File: src/hw/rtl/key_value_list_tokenizer_assert.svh
// Assertion macros for the key/value list tokenizer.
`ifndef KEY_VALUE_LIST_TOKENIZER_ASSERT_SVH
`define KEY_VALUE_LIST_TOKENIZER_ASSERT_SVH

`ifndef SYNTHESIS
`define KVLT_ASSERT_IMP(label, ante, cons) \
  label: assert property (@(posedge clk) disable iff (!rst_n) (ante) |-> (cons)) \
    else $error("kvlt assertion failed");
`define KVLT_ASSERT_NXT(label, ante, cons) \
  label: assert property (@(posedge clk) disable iff (!rst_n) (ante) |=> (cons)) \
    else $error("kvlt assertion failed");
`else
`define KVLT_ASSERT_IMP(label, ante, cons)
`define KVLT_ASSERT_NXT(label, ante, cons)
`endif

`endif

File: src/hw/rtl/kvlt_pkg.sv
// Types, codes and character classes of the key/value list tokenizer.
package kvlt_pkg;

  typedef enum logic [8:0] {
    PH_START     = 9'b000000001,
    PH_KEY_START = 9'b000000010,
    PH_KEY       = 9'b000000100,
    PH_AFTER_KEY = 9'b000001000,
    PH_AFTER_EQ  = 9'b000010000,
    PH_UNQUOTED  = 9'b000100000,
    PH_QUOTED    = 9'b001000000,
    PH_AFTER_VAL = 9'b010000000,
    PH_ERROR     = 9'b100000000
  } phase_t;

  typedef enum logic [2:0] {
    KIND_NONE   = 3'd0,
    KIND_KEY    = 3'd1,
    KIND_VALUE  = 3'd2,
    KIND_PAIR   = 3'd3,
    KIND_ACCEPT = 3'd4,
    KIND_REJECT = 3'd5
  } kind_t;

  typedef enum logic [1:0] {
    ERR_KEY_START = 2'd0,
    ERR_EQUALS    = 2'd1,
    ERR_QUOTE     = 2'd2,
    ERR_CONTENT   = 2'd3
  } err_t;

  typedef struct packed {
    kind_t      kind;
    logic [7:0] ch;
    err_t       err;
  } result_t;

  localparam logic [7:0] CH_EQUALS = 8'h3D;
  localparam logic [7:0] CH_COMMA  = 8'h2C;
  localparam logic [7:0] CH_DASH   = 8'h2D;
  localparam logic [7:0] CH_UNDER  = 8'h5F;
  localparam logic [7:0] CH_DQUOTE = 8'h22;
  localparam logic [7:0] CH_SQUOTE = 8'h27;

  function automatic logic is_ws(input logic [7:0] c);
    return (c inside {8'h20, [8'h09:8'h0D]});
  endfunction

  function automatic logic is_alnum(input logic [7:0] c);
    return (c inside {[8'h30:8'h39], [8'h41:8'h5A], [8'h61:8'h7A]});
  endfunction

endpackage

File: src/hw/rtl/key_value_list_tokenizer.sv
// Key/value list tokenizer: byte stream in, tagged token stream out.
//
// Accepts one text byte per cycle while the output is not stalled and no second
// result is pending. The result for a byte passes through the input register,
// then the result register. An end-of-text transaction gives the verdict. When a
// pair is still open, it first gives a pair-complete result and then the
// verdict. While the second result waits to go out, the input side stalls, and
// it stalls longer while out_tready is low. The parse state machine updates once
// per transaction; end of text returns it to the start.
module key_value_list_tokenizer (
  input  logic        clk,
  input  logic        rst_n,
  input  logic        in_tvalid,
  output logic        in_tready,
  input  logic [7:0]  in_tdata,   // [7:0] text_byte
  input  logic        in_tlast,   // end_of_text
  output logic        out_tvalid,
  input  logic        out_tready,
  output logic [15:0] out_tdata,  // [7:0] char_out, [9:8] error_code, [15:10] zero
  output logic [2:0]  out_tuser,  // [2:0] kind
  output logic        out_tlast   // last_of_run
);
  import kvlt_pkg::*;

  logic       in_v_r;
  logic [7:0] in_byte_r;
  logic       in_eot_r;

  phase_t     phase_r, phase_nxt;
  logic       quote_r, quote_nxt;
  err_t       err_r, err_nxt;

  logic       out_v_r;
  result_t    out_res_r;
  logic       out_last_r;
  logic       pend_v_r;

  result_t    res0;
  logic       two;
  logic       fire;

  assign fire      = in_v_r && !pend_v_r && (!out_v_r || out_tready);
  assign in_tready = !in_v_r || fire;

  always_comb begin
    res0      = '{kind: KIND_NONE, ch: 8'd0, err: ERR_KEY_START};
    two       = 1'b0;
    phase_nxt = phase_r;
    quote_nxt = quote_r;
    err_nxt   = err_r;
    if (in_eot_r) begin
      phase_nxt = PH_START;
      quote_nxt = 1'b0;
      err_nxt   = ERR_KEY_START;
      case (phase_r)
        PH_KEY_START: begin
          res0.kind = KIND_REJECT;
          res0.err  = ERR_KEY_START;
        end
        PH_KEY, PH_AFTER_KEY: begin
          res0.kind = KIND_REJECT;
          res0.err  = ERR_EQUALS;
        end
        PH_QUOTED: begin
          res0.kind = KIND_REJECT;
          res0.err  = ERR_QUOTE;
        end
        PH_AFTER_EQ, PH_UNQUOTED, PH_AFTER_VAL: begin
          res0.kind = KIND_PAIR;
          two       = 1'b1;
        end
        PH_ERROR: begin
          res0.kind = KIND_REJECT;
          res0.err  = err_r;
        end
        default: begin
          res0.kind = KIND_ACCEPT;
        end
      endcase
    end else begin
      case (phase_r)
        PH_KEY: begin
          if (is_alnum(in_byte_r) || in_byte_r == CH_DASH || in_byte_r == CH_UNDER) begin
            res0.kind = KIND_KEY;
            res0.ch   = in_byte_r;
          end else if (is_ws(in_byte_r)) begin
            phase_nxt = PH_AFTER_KEY;
          end else if (in_byte_r == CH_EQUALS) begin
            phase_nxt = PH_AFTER_EQ;
          end else begin
            phase_nxt = PH_ERROR;
            err_nxt   = ERR_EQUALS;
          end
        end
        PH_AFTER_KEY: begin
          if (in_byte_r == CH_EQUALS) begin
            phase_nxt = PH_AFTER_EQ;
          end else if (!is_ws(in_byte_r)) begin
            phase_nxt = PH_ERROR;
            err_nxt   = ERR_EQUALS;
          end
        end
        PH_AFTER_EQ: begin
          if (in_byte_r == CH_DQUOTE || in_byte_r == CH_SQUOTE) begin
            quote_nxt = (in_byte_r == CH_SQUOTE);
            phase_nxt = PH_QUOTED;
          end else if (in_byte_r == CH_COMMA) begin
            res0.kind = KIND_PAIR;
            phase_nxt = PH_KEY_START;
          end else if (!is_ws(in_byte_r)) begin
            res0.kind = KIND_VALUE;
            res0.ch   = in_byte_r;
            phase_nxt = PH_UNQUOTED;
          end
        end
        PH_UNQUOTED: begin
          if (in_byte_r == CH_COMMA) begin
            res0.kind = KIND_PAIR;
            phase_nxt = PH_KEY_START;
          end else if (is_ws(in_byte_r)) begin
            phase_nxt = PH_AFTER_VAL;
          end else begin
            res0.kind = KIND_VALUE;
            res0.ch   = in_byte_r;
          end
        end
        PH_QUOTED: begin
          if (in_byte_r == (quote_r ? CH_SQUOTE : CH_DQUOTE)) begin
            phase_nxt = PH_AFTER_VAL;
          end else begin
            res0.kind = KIND_VALUE;
            res0.ch   = in_byte_r;
          end
        end
        PH_AFTER_VAL: begin
          if (!is_ws(in_byte_r)) begin
            res0.kind = KIND_PAIR;
            if (in_byte_r == CH_COMMA) begin
              phase_nxt = PH_KEY_START;
            end else begin
              phase_nxt = PH_ERROR;
              err_nxt   = ERR_CONTENT;
            end
          end
        end
        PH_ERROR: begin
          phase_nxt = PH_ERROR;
        end
        default: begin
          if (is_alnum(in_byte_r)) begin
            res0.kind = KIND_KEY;
            res0.ch   = in_byte_r;
            phase_nxt = PH_KEY;
          end else if (!is_ws(in_byte_r)) begin
            phase_nxt = PH_ERROR;
            err_nxt   = ERR_KEY_START;
          end
        end
      endcase
    end
  end

  always_ff @(posedge clk) begin
    if (!rst_n) begin
      in_v_r   <= 1'b0;
      out_v_r  <= 1'b0;
      pend_v_r <= 1'b0;
      phase_r  <= PH_START;
      quote_r  <= 1'b0;
      err_r    <= ERR_KEY_START;
    end else begin
      if (in_tready) begin
        in_v_r <= in_tvalid;
      end
      if (fire) begin
        out_v_r  <= 1'b1;
        pend_v_r <= two;
        phase_r  <= phase_nxt;
        quote_r  <= quote_nxt;
        err_r    <= err_nxt;
      end else if (pend_v_r && out_tready) begin
        pend_v_r <= 1'b0;
      end else if (out_tready) begin
        out_v_r <= 1'b0;
      end
    end
  end

  always_ff @(posedge clk) begin
    if (in_tvalid && in_tready) begin
      in_byte_r <= in_tdata;
      in_eot_r  <= in_tlast;
    end
    if (fire) begin
      out_res_r  <= res0;
      out_last_r <= !two;
    end else if (pend_v_r && out_tready) begin
      out_res_r  <= '{kind: KIND_ACCEPT, ch: 8'd0, err: ERR_KEY_START};
      out_last_r <= 1'b1;
    end
  end

  assign out_tvalid = out_v_r;
  assign out_tdata  = {6'd0, out_res_r.err, out_res_r.ch};
  assign out_tuser  = out_res_r.kind;
  assign out_tlast  = out_last_r;

  `include "key_value_list_tokenizer_assert.svh"

  `KVLT_ASSERT_IMP(a_pend_behind_pair, pend_v_r, out_v_r && out_tuser == KIND_PAIR && !out_tlast)
  `KVLT_ASSERT_IMP(a_pend_after_reset_phase, pend_v_r, phase_r == PH_START && !quote_r)
  `KVLT_ASSERT_IMP(a_open_run_only_pair, out_v_r && !out_tlast, pend_v_r)
  `KVLT_ASSERT_IMP(a_char_only_tokens,
    out_v_r && out_tuser != KIND_KEY && out_tuser != KIND_VALUE, out_tdata[7:0] == 8'd0)
  `KVLT_ASSERT_NXT(a_pend_drains, pend_v_r && out_tready,
    out_v_r && out_tuser == KIND_ACCEPT && out_tlast && !pend_v_r)

endmodule

File: config.mk
export PLATFORM = sky130hd
export DESIGN_NAME = key_value_list_tokenizer
export DESIGN_NICKNAME = d
export VERILOG_FILES = /design/src/hw/rtl/kvlt_pkg.sv /design/src/hw/rtl/key_value_list_tokenizer.sv
export VERILOG_INCLUDE_DIRS = /design/src /design/src/hw/rtl
export SDC_FILE = /design/constraint.sdc
export NUM_CORES = 1
export LEC_CHECK = 0
export BUFFER_PORTS_ARGS = -buffer_cell sky130_fd_sc_hd__buf_2
export CAP_MARGIN = 25
export CORE_UTILIZATION = 60
export CTS_BUF_LIST = sky130_fd_sc_hd__clkbuf_4
export CTS_CLUSTER_DIAMETER = 30
export DETAILED_ROUTE_END_ITERATION = 10
export PLACE_DENSITY = 0.91
export SLEW_MARGIN = 0
export SYNTH_ARGS = -nofsm -noshare
export SYNTH_HDL_FRONTEND = slang
export SYNTH_SLANG_ARGS = --single-unit
File: constraint.sdc
create_clock -name clk -period 5.4 [get_ports clk]
set_input_delay 0.81 -clock clk [delete_from_list [all_inputs] [get_ports clk]]
set_output_delay 0.81 -clock clk [all_outputs]
set_load 0.01 [all_outputs]
==> impl_results.md <==
- Run status: finished, final reports clean
- Peak VDD IR: 182 uV
- Max Slew Vio Count: 0
- GRT Util Overall: 26.6%
- Max cap viols: 0
- Horiz. Die Dim: 62.2 um
- Number of input and output port buffers inserted: 28
- Worst skew pair latency: 0.35 ns
- Synth warn: 0
- Crit path max fanout: 10
- Post-CTS Setup Bufs: 0
- Cell Area, Synth: 0.00217 mm2
- CTS Buf Count: 5
- Share of cells above drive strength 1: 17.0%
- Post-Syn Instances: 236
- Most frequent cells after synthesis: nand2_1 (28), edfxtp_1 (23), nor2_1 (21)
- CTS Hold Bufs: 0
- Layout Nets: 271
- TNS Setup: 0 ns
- Post-layout instance area: 0.00234 mm2
- Total grt overflow: 0
- Crit path time final: 2.99 ns
- Clk root buf: clkbuf_4
- Main synth FF type: edfxtp_1
- Ant diodes: 0
- Slew @ Worst Pin: 0.815 ns
- Layout Skew: 0.0111 ns
- Die area: 0.00387 mm2
- Clock Pin Slew Worst Setup and Hold Paths: 0.11 ns
- Core region area: 0.00342 mm2
- Critical path capture point type: register
- Leak pwr: 0.000862 uW
- DRT iter0 DRCs: 153
- Cell taking the most area after synthesis: edfxtp_1
- CP Class: register to register
- DP HPWL: 3560 um
- Metal2 WL: 2190 um
- Hold Fails Final Rpt: 0
- FF+latch area: 991 um2
- CTS resizes: 0
- Post-Place Setup Slack: 2.52 ns
- First-pass GRT wire length: 7900 um
- Post-synth EDFFs: 23
- Initial Util: 63.6%
- Final setup vio count: 0
- Min-delay worst type: register to register
- Crit start category: register
- Pre-Repair DR Iteration Count: 5
- Placed Area: 0.00228 mm2
- CTS tree: done
- Placer Congestion: 0.903
- Layout area overhead: 7.60%
- Uppermost layer routed: met4
- H-tree depth: 2
- Unique cell type count in the Yosys netlist: 54
- Post-synthesis async set-or-reset flop share: 0%
- CP required: 5.62 ns
- Number of global-route vias before repair: 1694
- Initial antenna violation count: 0
- Fin util: 68.5%
- Wl on met1: 2070 um
- FF+latch count, synth: 38
- Largest net degree at the start of global routing: 20
- Placed cell count: 297
- Site Rows: 21
- Worst setup margin: 2.41 ns
- Ranking of synthesized cells by area: edfxtp_1 (32%), dfxtp_1 (14%), nand2_1 (4.8%)
- WP data arrival: 3.21 ns
- Syn avg cell area: 9.21 um2
- Multi-input gate area: 0.00108 mm2
- DRC viols: 0
- Seq/Total Area, Yosys: 45.6%
- Max Clock Freq: 0.335 GHz
- Period utilization: 55.3%
- Filler cell count: 294
- Die Ht: 62.2 um
- Final ANT Viol Nets: 0
- DR vias: 1870
- Metal3 WL: 356 um
- Non-Filler Instances: 305
- Routed WL per cell: 15.6 um
- Worst rel slew slack: 45.5%
- CTS Buffer Depth: 2
- Power per cell area: 232 mW/mm2
- Most common cell in the netlist: nand2_1
- Via/cell ratio: 6.13
- RSZ-0062 raised after global routing: no
- IO Count: 35
- Synth top area share: 31.8%
- Total Wirelength: 4750 um
- Clock sink total: 38
[flip-flops by register name, summed over array words and instances, names as in the netlist]
name,flops
pend_v_r,1
out_tdata,10
quote_r,1
in_byte_r,8
out_tvalid,1
in_v_r,1
out_tuser,3
err_r,2
in_eot_r,1
phase_r,9
out_tlast,1
[final cells by class]
type                    instances  share of cell area (%)
flip-flops and latches         38                    42.4
well taps                      46                    2.46
repair buffers                 28                    5.99
clock inverters                 2                   0.375
inverters                       5                   0.803
multi-input cells             180                    46.1
clock buffers                   6                    1.93
[kinds of logic after synthesis]
| family | after synthesis | share of synthesized area, % |
|---|---|---|
| AOI/OAI and AO/OA | 54 | 17.5 |
| xor gates and xnor gates | 4 | 1.61 |
| buffers and inverters | 23 | 5.70 |
| DFF | 38 | 45.6 |
| muxes | 2 | 0.921 |
| other | 1 | 0.173 |
| and+or+nand+nor | 114 | 28.5 |
[worst max-delay path, cell delays in order (launching register included)]
cell	delay, ns
edfxtp_1	0.53
or4b_4	0.61
o41ai_2	0.59
mux2i_1	0.35
nand3_2	0.16
a211oi_1	0.46
o32ai_2	0.15
[report_power, final]
part / leakage (uW) / internal [uW] / total [uW] / switching, uW
clock: 0.0000331 / 53.9 / 143 / 89.5
sequential: 0.000339 / 321 / 335 / 13.6
combinational: 0.000490 / 24.1 / 64.5 / 40.4
[cell usage in the layout, fill, tap and decap left out, types with 3 or more instances in the layout]
cell type and n:
conb_1 6, nor3_1 7, and2_1 12, a211oi_1 4, nor3b_1 3, edfxtp_1 23, and3_1 4, nor2_1 21
nor2b_1 5, or2_2 3, buf_2 28, dfxtp_1 15, inv_1 5, a21oi_1 12, nand2b_1 3, o21ai_0 9
nand2_1 28, a21boi_0 3, nand4_1 4, clkbuf_4 6, nor4_1 3, o22ai_1 6, nand3_1 7
[worst paths after layout]
path | startpoint | endpoint | slack [ns] | cells after the start
max | in_byte_r[1] | phase_r[3] | 2.41 | 6
min | err_r[0] | err_r[0] | 0.50 | 2
max reg2reg | in_byte_r[1] | phase_r[3] | 2.41 | 6
min reg2reg | err_r[0] | err_r[0] | 0.50 | 2
[stage by stage]
step / hold WS (ns) / total power [uW]
after CTS: 0.504 / 543
after floorplan: 0.447 / 388
final: 0.504 / 542
after global routing: 0.543 / 566
after detailed placement: 0.489 / 404
after global placement: 0.474 / 402
[layer usage]
metal	GRT usage [%]	vias to the layer above
li1	-	906
met1	35.3	853
met2	41.5	100
met3	5.15	11
met4	13.4	0
met5	0	-
(Power assumes the default switching activity.)
